`src/hdl/one_wire_bus_master_assert.svh`:
```
// Assertion macros for the 1-Wire bus master
`ifndef ONE_WIRE_BUS_MASTER_ASSERT_SVH
`define ONE_WIRE_BUS_MASTER_ASSERT_SVH

// Combinational check, sampled on every clock edge out of reset
`define OWBM_ASSERT_NOW(lbl, expr, msg) \
  lbl: assert property (@(posedge clk) disable iff (!rst_n) (expr)) else $error(msg);

// Implication check between an antecedent and a consequent in the same cycle
`define OWBM_ASSERT_IMPL(lbl, ante, cons, msg) \
  lbl: assert property (@(posedge clk) disable iff (!rst_n) (ante) |-> (cons)) else $error(msg);

`endif

```
`src/hdl/owbm_pkg.sv`:
```
// Types and constants shared by the 1-Wire bus master modules
`timescale 1ns / 1ps

package owbm_pkg;

  localparam int unsigned BITS_PER_BYTE = 8;
  localparam int unsigned CNT_W = 12;
  localparam int unsigned BITS_W = 4;

  localparam logic [1:0] REQ_TICK  = 2'd0;
  localparam logic [1:0] REQ_RESET = 2'd1;
  localparam logic [1:0] REQ_WRITE = 2'd2;
  localparam logic [1:0] REQ_READ  = 2'd3;

  localparam logic [2:0] CFG_RESET_LOW  = 3'd0;
  localparam logic [2:0] CFG_PRES_SMPL  = 3'd1;
  localparam logic [2:0] CFG_RESET_REC  = 3'd2;
  localparam logic [2:0] CFG_W1_LOW     = 3'd3;
  localparam logic [2:0] CFG_W0_LOW     = 3'd4;
  localparam logic [2:0] CFG_SLOT_LEN   = 3'd5;
  localparam logic [2:0] CFG_READ_LOW   = 3'd6;
  localparam logic [2:0] CFG_READ_DLY   = 3'd7;

  typedef enum logic [2:0] {
    PH_IDLE      = 3'd0,
    PH_RST_LOW   = 3'd1,
    PH_RST_WAIT  = 3'd2,
    PH_RST_REC   = 3'd3,
    PH_SLOT_LOW  = 3'd4,
    PH_SLOT_REL  = 3'd5,
    PH_READ_REST = 3'd6
  } phase_t;

  typedef struct packed {
    logic [9:0] reset_low_time;
    logic [9:0] presence_sample_time;
    logic [9:0] reset_recovery_time;
    logic [7:0] write_one_low_time;
    logic [7:0] write_zero_low_time;
    logic [7:0] slot_length;
    logic [7:0] read_low_time;
    logic [7:0] read_sample_delay;
  } cfg_t;

  typedef struct packed {
    phase_t              phase;
    logic [CNT_W-1:0]    time_count;
    logic [BITS_W-1:0]   bits_left;
    logic [7:0]          shift_byte;
    logic [1:0]          operation;
    logic                presence_flag;
    logic [7:0]          read_result;
  } state_t;

  typedef struct packed {
    logic [1:0] req_type;
    logic [7:0] data_byte;
    logic       line_level;
  } item_t;

  typedef struct packed {
    logic       drive_low;
    logic       busy_res;
    logic       done_res;
    logic       no_presence;
    logic [7:0] read_data;
    logic       rejected;
  } result_t;

endpackage

```
`src/hdl/owbm_cfg.sv`:
```
// Timing configuration registers of the 1-Wire bus master
`timescale 1ns / 1ps

module owbm_cfg
  import owbm_pkg::*;
(
  input  logic       clk,
  input  logic       rst_n,
  input  logic       cfg_we,
  input  logic [2:0] cfg_index,
  input  logic [9:0] cfg_wdata,
  output cfg_t       cfg
);

  cfg_t cfg_r;

  always_ff @(posedge clk) begin
    if (!rst_n) begin
      cfg_r.reset_low_time       <= 10'd480;
      cfg_r.presence_sample_time <= 10'd70;
      cfg_r.reset_recovery_time  <= 10'd410;
      cfg_r.write_one_low_time   <= 8'd6;
      cfg_r.write_zero_low_time  <= 8'd60;
      cfg_r.slot_length          <= 8'd70;
      cfg_r.read_low_time        <= 8'd6;
      cfg_r.read_sample_delay    <= 8'd9;
    end else if (cfg_we) begin
      case (cfg_index)
        CFG_RESET_LOW: cfg_r.reset_low_time       <= cfg_wdata;
        CFG_PRES_SMPL: cfg_r.presence_sample_time <= cfg_wdata;
        CFG_RESET_REC: cfg_r.reset_recovery_time  <= cfg_wdata;
        CFG_W1_LOW:    cfg_r.write_one_low_time   <= cfg_wdata[7:0];
        CFG_W0_LOW:    cfg_r.write_zero_low_time  <= cfg_wdata[7:0];
        CFG_SLOT_LEN:  cfg_r.slot_length          <= cfg_wdata[7:0];
        CFG_READ_LOW:  cfg_r.read_low_time        <= cfg_wdata[7:0];
        CFG_READ_DLY:  cfg_r.read_sample_delay    <= cfg_wdata[7:0];
        default:       cfg_r <= cfg_r;
      endcase
    end
  end

  assign cfg = cfg_r;

endmodule

```
`src/hdl/owbm_step.sv`:
```
// Next-state and result logic for one word of the 1-Wire bus master
`timescale 1ns / 1ps

module owbm_step
  import owbm_pkg::*;
(
  input  cfg_t    cfg,
  input  state_t  st,
  input  item_t   item,
  output state_t  st_nxt,
  output result_t res
);

  logic [CNT_W-1:0]  tc_inc;
  logic [7:0]        low_len;
  logic [8:0]        rd_thr;
  logic [BITS_W-1:0] bits_dec;
  logic              done;
  logic              rej;
  logic              ge_slot;

  always_comb begin
    st_nxt   = st;
    done     = 1'b0;
    rej      = 1'b0;
    tc_inc   = (st.time_count != {CNT_W{1'b1}}) ? st.time_count + 1'b1 : st.time_count;
    low_len  = (st.operation == REQ_READ) ? cfg.read_low_time :
               (st.shift_byte[0] ? cfg.write_one_low_time : cfg.write_zero_low_time);
    rd_thr   = {1'b0, cfg.read_low_time} + {1'b0, cfg.read_sample_delay};
    bits_dec = st.bits_left - 1'b1;
    ge_slot  = tc_inc >= {{(CNT_W-8){1'b0}}, cfg.slot_length};

    if (item.req_type == REQ_TICK) begin
      if (st.phase != PH_IDLE) begin
        st_nxt.time_count = tc_inc;
        case (st.phase)
          PH_RST_LOW: begin
            if (tc_inc >= {{(CNT_W-10){1'b0}}, cfg.reset_low_time}) begin
              st_nxt.phase      = PH_RST_WAIT;
              st_nxt.time_count = '0;
            end
          end
          PH_RST_WAIT: begin
            if (tc_inc >= {{(CNT_W-10){1'b0}}, cfg.presence_sample_time}) begin
              st_nxt.presence_flag = item.line_level;
              st_nxt.phase         = PH_RST_REC;
              st_nxt.time_count    = '0;
            end
          end
          PH_RST_REC: begin
            if (tc_inc >= {{(CNT_W-10){1'b0}}, cfg.reset_recovery_time}) begin
              st_nxt.phase      = PH_IDLE;
              st_nxt.time_count = '0;
              done              = 1'b1;
            end
          end
          PH_SLOT_LOW: begin
            if (tc_inc >= {{(CNT_W-8){1'b0}}, low_len}) st_nxt.phase = PH_SLOT_REL;
          end
          PH_SLOT_REL, PH_READ_REST: begin
            if (st.phase == PH_SLOT_REL && st.operation == REQ_READ) begin
              if (tc_inc >= {{(CNT_W-9){1'b0}}, rd_thr}) begin
                st_nxt.shift_byte = {item.line_level, st.shift_byte[7:1]};
                st_nxt.phase      = PH_READ_REST;
              end
            end else if (ge_slot) begin
              if (st.operation == REQ_WRITE) st_nxt.shift_byte = {1'b0, st.shift_byte[7:1]};
              st_nxt.bits_left  = bits_dec;
              st_nxt.time_count = '0;
              if (bits_dec == '0) begin
                if (st.operation == REQ_READ) st_nxt.read_result = st.shift_byte;
                st_nxt.phase = PH_IDLE;
                done         = 1'b1;
              end else begin
                st_nxt.phase = PH_SLOT_LOW;
              end
            end
          end
          default: begin
            st_nxt.phase      = PH_IDLE;
            st_nxt.time_count = '0;
          end
        endcase
      end
    end else if (st.phase != PH_IDLE) begin
      rej = 1'b1;
    end else begin
      st_nxt.operation  = item.req_type;
      st_nxt.time_count = '0;
      if (item.req_type == REQ_RESET) begin
        st_nxt.phase = PH_RST_LOW;
      end else begin
        st_nxt.shift_byte = (item.req_type == REQ_WRITE) ? item.data_byte : 8'd0;
        st_nxt.bits_left  = BITS_W'(BITS_PER_BYTE);
        st_nxt.phase      = PH_SLOT_LOW;
      end
    end

    res.drive_low   = (st_nxt.phase == PH_RST_LOW) || (st_nxt.phase == PH_SLOT_LOW);
    res.busy_res    = st_nxt.phase != PH_IDLE;
    res.done_res    = done;
    res.no_presence = st_nxt.presence_flag;
    res.read_data   = st_nxt.read_result;
    res.rejected    = rej;
  end

endmodule

```
`src/hdl/one_wire_bus_master.sv`:
```
// 1-Wire bus master: timing sequencer driven by microsecond tick words
// Path: an accepted input word is held in the input register, then its result word
// is registered in the result register; the state updates as a word moves on.
// Throughput: one word per cycle; a full result register stalls only on out_ready.
// Reset (rst_n low, synchronous): sequencer idle, counters and data cleared,
// timing registers back to 480/70/410/6/60/70/6/9 us, both stages empty.
`timescale 1ns / 1ps
`include "one_wire_bus_master_assert.svh"

module one_wire_bus_master
  import owbm_pkg::*;
(
  input  logic       clk,
  input  logic       rst_n,
  input  logic       in_valid,
  output logic       in_ready,
  input  logic [1:0] in_req_type,
  input  logic [7:0] in_data_byte,
  input  logic       in_line_level,
  output logic       out_valid,
  input  logic       out_ready,
  output logic       out_drive_low,
  output logic       out_busy_res,
  output logic       out_done_res,
  output logic       out_no_presence,
  output logic [7:0] out_read_data,
  output logic       out_rejected,
  input  logic       cfg_we,
  input  logic [2:0] cfg_index,
  input  logic [9:0] cfg_wdata
);

  cfg_t    cfg;
  state_t  state_r;
  state_t  state_nxt;
  item_t   item_r;
  result_t res_nxt;
  result_t res_r;
  logic    item_vld_r;
  logic    res_vld_r;
  logic    adv;

  owbm_cfg u_cfg (
    .clk       (clk),
    .rst_n     (rst_n),
    .cfg_we    (cfg_we),
    .cfg_index (cfg_index),
    .cfg_wdata (cfg_wdata),
    .cfg       (cfg)
  );

  owbm_step u_step (
    .cfg    (cfg),
    .st     (state_r),
    .item   (item_r),
    .st_nxt (state_nxt),
    .res    (res_nxt)
  );

  assign adv      = item_vld_r && (!res_vld_r || out_ready);
  assign in_ready = !item_vld_r || adv;

  always_ff @(posedge clk) begin
    if (!rst_n) begin
      item_vld_r <= 1'b0;
    end else if (in_ready) begin
      item_vld_r <= in_valid;
    end
    if (in_valid && in_ready) begin
      item_r.req_type   <= in_req_type;
      item_r.data_byte  <= in_data_byte;
      item_r.line_level <= in_line_level;
    end
  end

  always_ff @(posedge clk) begin
    if (!rst_n) begin
      state_r.phase         <= PH_IDLE;
      state_r.time_count    <= '0;
      state_r.bits_left     <= '0;
      state_r.shift_byte    <= '0;
      state_r.operation     <= '0;
      state_r.presence_flag <= 1'b0;
      state_r.read_result   <= '0;
    end else if (adv) begin
      state_r <= state_nxt;
    end
  end

  always_ff @(posedge clk) begin
    if (!rst_n) begin
      res_vld_r <= 1'b0;
    end else if (adv) begin
      res_vld_r <= 1'b1;
    end else if (out_ready) begin
      res_vld_r <= 1'b0;
    end
    if (adv) begin
      res_r <= res_nxt;
    end
  end

  assign out_valid       = res_vld_r;
  assign out_drive_low   = res_r.drive_low;
  assign out_busy_res    = res_r.busy_res;
  assign out_done_res    = res_r.done_res;
  assign out_no_presence = res_r.no_presence;
  assign out_read_data   = res_r.read_data;
  assign out_rejected    = res_r.rejected;

  `OWBM_ASSERT_IMPL(a_idle_count_zero, state_r.phase == PH_IDLE, state_r.time_count == '0, "idle with nonzero count")
  `OWBM_ASSERT_IMPL(a_done_not_busy, out_valid && out_done_res, !out_busy_res && !out_rejected, "done while busy or rejected")
  `OWBM_ASSERT_IMPL(a_drive_busy, out_valid && out_drive_low, out_busy_res, "line driven while idle")
  `OWBM_ASSERT_NOW(a_bits_range, state_r.bits_left <= BITS_W'(BITS_PER_BYTE), "bit count out of range")

endmodule

```
`config.mk`:
```
export PLATFORM = sky130hd
export DESIGN_NAME = one_wire_bus_master
export DESIGN_NICKNAME = d
export VERILOG_FILES = /design/src/hdl/owbm_pkg.sv /design/src/hdl/owbm_cfg.sv /design/src/hdl/owbm_step.sv /design/src/hdl/one_wire_bus_master.sv
export VERILOG_INCLUDE_DIRS = /design/src /design/src/hdl
export SDC_FILE = /design/constraint.sdc
export NUM_CORES = 1
export LEC_CHECK = 0
export ABC_AREA = 1
export BUFFER_PORTS_ARGS = -buffer_cell sky130_fd_sc_hd__buf_2
export CAP_MARGIN = 20
export CORE_MARGIN = 8
export CORE_UTILIZATION = 65
export CTS_CLUSTER_SIZE = 14
export DETAILED_ROUTE_END_ITERATION = 10
export PLACE_DENSITY = 0.84
export SETUP_SLACK_MARGIN = 0.2
export SLEW_MARGIN = 30
export SYNTH_ARGS = -nofsm -noshare
export SYNTH_HDL_FRONTEND = slang
export SYNTH_SLANG_ARGS = --single-unit
```
`constraint.sdc`:
```
create_clock -name clk -period 9.25 [get_ports clk]
set_clock_uncertainty 0.1 [all_clocks]
set_input_delay 0 -clock clk [delete_from_list [all_inputs] [get_ports clk]]
set_output_delay 0 -clock clk [all_outputs]
set_load 0.01 [all_outputs]
```
# == After elaboration in Yosys (flattened, before gate mapping) ==
# Index checks and enable logic that the tools add are counted.
# op_classes
n_addsub,3
multipliers,0
div_mod_pow,0
order_cmp,6
eq_ne,29
shifts,0
muxes,41
bitwise,2
n_reduce_logical,28
# ops
op,count
$mux 8,11
$mux 27,3
$pmux 12 s5,1
$mux 15,3
$ge 12x10->1,3
$mux 12,3
$mux 29,1
$eq 3x3->1 const B,8
$ge 12x8->1,2
$mux 9,2
$reduce_and 2->1,9
$mux 16,1
$mux 3,5
$pmux 3 s5,1
$add 12x1->12 const B,1
$eq 3x2->1 const B,4
$ge 12x9->1,1
$ne 12x12->1 const B,1
$add 8x8->9,1
$eq 3x1->1 const B,3
$mux 1,9
$reduce_and 8->1,1
$reduce_and 7->1,1
$eq 2x2->1 const B,3
18 further kinds,31
# word_totals
regBits,134
latch_bits,0
mem_bits_rw,0
mem_bits_ro,0
input_bits,29
output_inout_bits,15
wordCells,135
n_memories,0

# == Longest topological paths before layout ==
# depth
ltp_word,10
mapped_depth,27
depth_no_buf,26

# == Modules after synthesis ==
# From an unflattened synthesis, not the netlist that was laid out.
# hier_totals
hier_cells,1299
area_unflattened_um2,8717.1
# modules_own_cells
module,n_inst,cells_each,area_per_inst_um2,seq_area_each_um2
owbm_step,1,631,3514.6,0.0
owbm_cfg,1,382,2685.1,1401.3
one_wire_bus_master,1,286,2517.4,1521.5

# == Worst setup path after synthesis ==
# OpenSTA, ideal clock, no wires.
# synth_timing
path_kind,reg-to-reg
start,reg state_r[23] in the netlist's numbering
end,reg state_r[17] in the netlist's numbering
arrival_time_ns,3.004
path_slack_ns,6.033
path_stages_with_launch,23
cell_sequence,dfxtp_1 ha_1 nand2_1 nor3_2 nand2_1 buf_2 xor2_1 ha_1 inv_1 nand2_1 a21oi_1 o21ai_0 nand2_1 nand2_1 nand2_1 nand3_2 nand2_4 a21oi_2 o21ai_4 buf_6 nand2_1 nand2_1 nor2_1
# synth_between
elab_chain_cells,5
word_cells_on_any_way,8
classes_between,add/sub (1); order compare (2); eq/ne (3); mux (1); reduce/logical (1)
# synth_rtl
item,line_no,rtl
start: declaration,one_wire_bus_master.sv:34,state_t state_r;
start signal: assignment,one_wire_bus_master.sv:86,state_r <= state_nxt;
$add 12x1->12 / $ne 12x12->1 (equally long branches),owbm_step.sv:26,tc_inc = (st.time_count != {CNT_W{1'b1}}) ? st.time_count + 1'b1 : st.time_count;
$mux 12 (*),owbm_step.sv:26,
$ge 12x8->1 / $ge 12x9->1 (equally long branches),"owbm_step.sv:31, owbm_step.sv:62",
$ne 3x2->1 (no source line) / $ne 3x3->1 (equally long branches),--,
$reduce_and 8->1 (no source line) (*),--,
# Mark *: on every way between the ends. The rest lies on a longest branch, timed or not.
# A chain may end at the register's enable or synchronous reset.

# == Worst setup path after layout ==
# layout_timing
start,reg state_r[23] in the netlist's numbering
end,reg state_r[18] in the netlist's numbering
# The elaborated chain is that of the path after synthesis.

==> flow_results.xml <==
<?xml version="1.0" encoding="UTF-8"?>
<metrics>
  <group name="status">
    <metric name="run_status" unit="">finished clean</metric>
  </group>
  <group name="clock_tree">
    <metric name="post-cts-setup-buffer-count" unit="">0</metric>
    <metric name="clk_pin_slew_worst_paths" unit="ns">0.06</metric>
    <metric name="postCtsResizedCells" unit="">0</metric>
    <metric name="clkLatencyLatePin" unit="ns">0.44</metric>
    <metric name="htree_levels" unit="">4</metric>
    <metric name="root_buffer" unit="">clkbuf_16</metric>
    <metric name="tritoncts_clock_tree" unit="">yes</metric>
    <metric name="numCtsBuffers" unit="">17</metric>
    <metric name="clk_sink_count" unit="">134</metric>
    <metric name="maximum_clock_path_buffer_count" unit="">2</metric>
  </group>
  <group name="critical_path">
    <metric name="critical_path.top_delay_family" unit="">simple AND/OR/NAND/NOR gates</metric>
    <metric name="rr_worst_depth" unit="">20</metric>
    <metric name="setup.worst_path.start_class" unit="">register</metric>
    <metric name="rr_startpoint" unit="">state_r[23]$_SDFFE_PN0P_</metric>
    <metric name="crit_start" unit="">state_r[23]$_SDFFE_PN0P_</metric>
    <metric name="critical_path_depth" unit="">20</metric>
    <metric name="critical_path_arrival" unit="ns">4.26</metric>
    <metric name="worstPathMaxFanout" unit="">16</metric>
    <metric name="critical-path-max-stage-delay" unit="ns">0.68</metric>
    <metric name="regToRegEndpoint" unit="">state_r[18]$_SDFFE_PN0P_</metric>
    <metric name="path_cells" unit="">ha_1, nand2_1, nor3_2, nand2_1, xor2_1, ha_1, inv_1, nand2_1, a21oi_1, o21ai_0, nand2_1, nand2_1, nand2_1, nand3_2, nand2_4, a21oi_2, o21ai_4, nand2_1, nand2_1, nor2_1</metric>
    <metric name="critPathSlowestCell" unit="">xor2_1</metric>
    <metric name="element_type_at_the_critical_path_end" unit="">register</metric>
    <metric name="timing.setup.critical_path_class" unit="">register to register</metric>
    <metric name="worst-endpoint-required" unit="ns">9.48</metric>
    <metric name="worst_setup_path_endpoint" unit="">state_r[18]$_SDFFE_PN0P_</metric>
    <metric name="timing.critical_path.buf_inv" unit="">1</metric>
    <metric name="ff2ff_setup_slack" unit="ns">5.21</metric>
    <metric name="critPathMostFrequentCell" unit="">nand2_1</metric>
  </group>
  <group name="finish">
    <metric name="fillCellCount" unit="">851</metric>
    <metric name="post_route_cells_drive_above_1_share" unit="%">9.181</metric>
    <metric name="final_nets" unit="">1197</metric>
    <metric name="area_growth_syn_to_layout" unit="%">14.83</metric>
    <metric name="seqCellArea" unit="um^2">2923</metric>
    <metric name="mostFrequentLayoutCells" unit="">nand2_1 (240), inv_1 (143), nor2_1 (126), dfxtp_1 (110), ha_1 (69)</metric>
    <metric name="num_antenna_cells" unit="">0</metric>
    <metric name="multi_input_area" unit="um^2">3961</metric>
    <metric name="layout.cells.most_common" unit="">nand2_1</metric>
  </group>
  <group name="floorplan">
    <metric name="core.rowCount" unit="">39</metric>
    <metric name="die_h" unit="um">123.9</metric>
    <metric name="start_util" unit="%">66.55</metric>
    <metric name="design.portCount" unit="">44</metric>
    <metric name="die_x" unit="um">123.9</metric>
    <metric name="placeableCoreArea" unit="um^2">11370</metric>
    <metric name="die-area" unit="um^2">15350</metric>
  </group>
  <group name="routing">
    <metric name="drt_pass1_iterations" unit="">5</metric>
    <metric name="vias" unit="">6863</metric>
    <metric name="avgViaCountPerCell" unit="">5.473</metric>
    <metric name="drt_drc_violations_left" unit="">0</metric>
    <metric name="routedWlPerCell" unit="um">14.89</metric>
    <metric name="drt_iter0_drc" unit="">613</metric>
    <metric name="route.antenna.remaining_nets" unit="">0</metric>
    <metric name="detail_route.wirelength" unit="um">18670</metric>
  </group>
  <group name="yosys">
    <metric name="synthCells" unit="">1038</metric>
    <metric name="netlist-cell-type-count" unit="">43</metric>
    <metric name="post_synthesis_net_count" unit="">1137</metric>
    <metric name="syn-mean-instance-area" unit="um^2">7.289</metric>
    <metric name="postSynth.topFlopCell" unit="">dfxtp_1</metric>
    <metric name="yosysWarningCount" unit="">0</metric>
    <metric name="seq_area_frac_synth" unit="%">38.63</metric>
    <metric name="syn-cell-area" unit="um^2">7566</metric>
    <metric name="synth_edf_count" unit="">24</metric>
    <metric name="synthArstFlopShare" unit="%">0</metric>
    <metric name="ffs_latches_synth" unit="">134</metric>
  </group>
  <group name="global_routing">
    <metric name="grt_overflow" unit="">0</metric>
    <metric name="globalRouteTotalUtil" unit="%">25.99</metric>
    <metric name="first_global_vias" unit="">6717</metric>
    <metric name="wire_length_of_the_first_global_routing_pass" unit="um">31380</metric>
    <metric name="pin_count_of_the_biggest_net_entering_global_routing" unit="">83</metric>
    <metric name="initial_antenna_violation_count" unit="">0</metric>
  </group>
  <group name="timing">
    <metric name="rsz0062_at_grt" unit="">no</metric>
    <metric name="timing.final.setup_violations" unit="">0</metric>
    <metric name="timing.final.max_slew_violations" unit="">0</metric>
    <metric name="max_slew_margin" unit="%">42.08</metric>
    <metric name="timing_hold_violations_final" unit="">0</metric>
    <metric name="final.setup.tns" unit="ns">0</metric>
    <metric name="final.min_clock_period" unit="ns">4.036</metric>
    <metric name="clock.fmax" unit="MHz">247.8</metric>
    <metric name="fin_worst_hold_slack" unit="ns">0.02644</metric>
    <metric name="worst_slew_pin_slew" unit="ns">0.8625</metric>
    <metric name="period_share" unit="%">43.63</metric>
  </group>
  <group name="flow_run">
    <metric name="cap_viol_max_count" unit="">0</metric>
  </group>
  <group name="placement">
    <metric name="hpwl" unit="um">12400</metric>
    <metric name="numPortBuffers" unit="">43</metric>
    <metric name="gp_congestion" unit="">0.9013</metric>
  </group>
  <group name="min_path">
    <metric name="min-delay-path-class" unit="">primary input to register</metric>
  </group>
  <group name="power">
    <metric name="ir_drop" unit="V">0.0001891</metric>
    <metric name="power_leakage" unit="uW">0.004285</metric>
    <metric name="powerDensity" unit="nW/um^2">168.9</metric>
  </group>
</metrics>
through the flow:
| step | setup slack (ns) | power [uW] | cell area (um^2) | utilization [%] | instances |
|---|---|---|---|---|---|
| 6_report | 5.214 | 1468 | 8688 | 76.42 | 1254 |
| 5_1_grt | 4.789 | 1521 | 8688 | 76.42 | 1254 |
| 4_1_cts | 5.285 | 1468 | 8688 | 76.42 | 1254 |
| 3_5_place_dp | 5.360 | 781.0 | 7859 | 69.12 | 1198 |
| 3_3_place_gp | 5.501 | 775.8 | 7856 | 69.10 | 1198 |
| 2_1_floorplan | 6.033 | 741.3 | 7566 | - | 1038 |
sequential cells by signal (all words and copies together), names as in the netlist:
register         flops
out_valid            1
out_rejected         1
out_done_res         1
out_no_presence      1
out_drive_low        1
item_vld_r           1
state_r             38
u_cfg.cfg           70
out_busy_res         1
out_read_data        8
item_r              11
worst min path at each step:
stage | end | cells past startpoint | from
final | u_cfg.cfg[33]$_SDFFE_PN1P_ | 5 | cfg_index[0]
after global routing | u_cfg.cfg[29]$_SDFFE_PN1P_ | 6 | cfg_index[0]
after CTS | u_cfg.cfg[0]$_SDFFE_PN1P_ | 5 | cfg_index[0]
after detailed placement | item_r[1]$_DFFE_PP_ | 1 | in_data_byte[0]
after global placement | item_r[2]$_DFFE_PP_ | 1 | in_data_byte[1]
after floorplan | item_r[0]$_DFFE_PP_ | 0 | in_line_level
cell families after synthesis:
logic type               count (synthesis)  share of synthesized area (%)
XOR/XNOR                                13                          1.505
flip-flops                             134                          38.63
buffers and inverters                  177                          9.046
AO/OA/AOI/OAI                          176                          13.15
adder cells (fa/ha/maj)                 70                          11.68
AND/OR/NAND/NOR                        467                          25.85
multiplexers                             1                         0.1488
synthesized netlist by cell type, types with 2 or more instances:
| library cell | number | area (um^2) |
|---|---|---|
| a31oi_1 | 2 | 12.51 |
| nor3_1 | 18 | 90.09 |
| o21ai_1 | 8 | 40.04 |
| edfxtp_1 | 24 | 720.7 |
| xor2_1 | 5 | 43.79 |
| o31a_1 | 3 | 26.28 |
| nor2_1 | 127 | 476.7 |
| inv_1 | 144 | 540.5 |
| inv_2 | 2 | 7.510 |
| dfxtp_1 | 110 | 2202 |
| nand3_1 | 63 | 315.3 |
| a21oi_1 | 67 | 335.3 |
| nand4_1 | 5 | 31.28 |
| buf_6 | 2 | 22.52 |
| a21o_1 | 2 | 15.01 |
| xnor2_1 | 8 | 70.07 |
| a21boi_0 | 2 | 15.01 |
| nand2_1 | 240 | 900.9 |
| nor2_4 | 3 | 33.78 |
| o21ai_2 | 8 | 70.07 |
| o211ai_1 | 15 | 112.6 |
| buf_1 | 2 | 7.510 |
| nor3_2 | 2 | 20.02 |
| nor2_2 | 2 | 12.51 |
| nand2_4 | 2 | 22.52 |
| nand3b_1 | 2 | 15.01 |
| o21ai_0 | 64 | 320.3 |
| ha_1 | 69 | 863.3 |
| clkbuf_1 | 23 | 86.33 |
where the power goes:
group / internal, uW / switching [uW]
clock network: 424 / 262
registers: 620 / 13.0
logic: 51.8 / 97.2
worst reg2reg max path: cells and delay by family (launching register included):
| family | cells | cell delay, ns |
|---|---|---|
| adders and majority gates | 2 | 0.66 |
| AOI/OAI and AO/OA | 4 | 0.64 |
| buffers and inverters | 1 | 0.05 |
| and+or+nand+nor | 12 | 1.36 |
| DFF | 1 | 0.45 |
| xor gates and xnor gates | 1 | 0.68 |
layer usage:
metal / global-route usage [%] / vias to the layer above / wire length [um]
li1: - / 3485 / -
met4: 10.41 / 0 / 546
met3: 5.848 / 48 / 1000
met1: 31.76 / 3116 / 8097
met2: 43.63 / 214 / 9025
met5: 0 / - / 0
area by class of cell:
cell class,instances,share of cell area [%]
Inverter,148,6.423
Timing Repair Buffer,70,5.501
Multi-Input combinational cell,727,45.59
Tap cell,143,2.059
Clock inverter,12,1.757
Sequential cell,134,33.64
Clock buffer,20,5.026
timing repair:
| item | CTS | global route |
|---|---|---|
| endpoints found under the setup margin | 0 | 0 |
| endpoints found under the hold margin | 83 | 0 |
| hold buffers | 24 | 0 |
(Power assumes the default switching activity.)
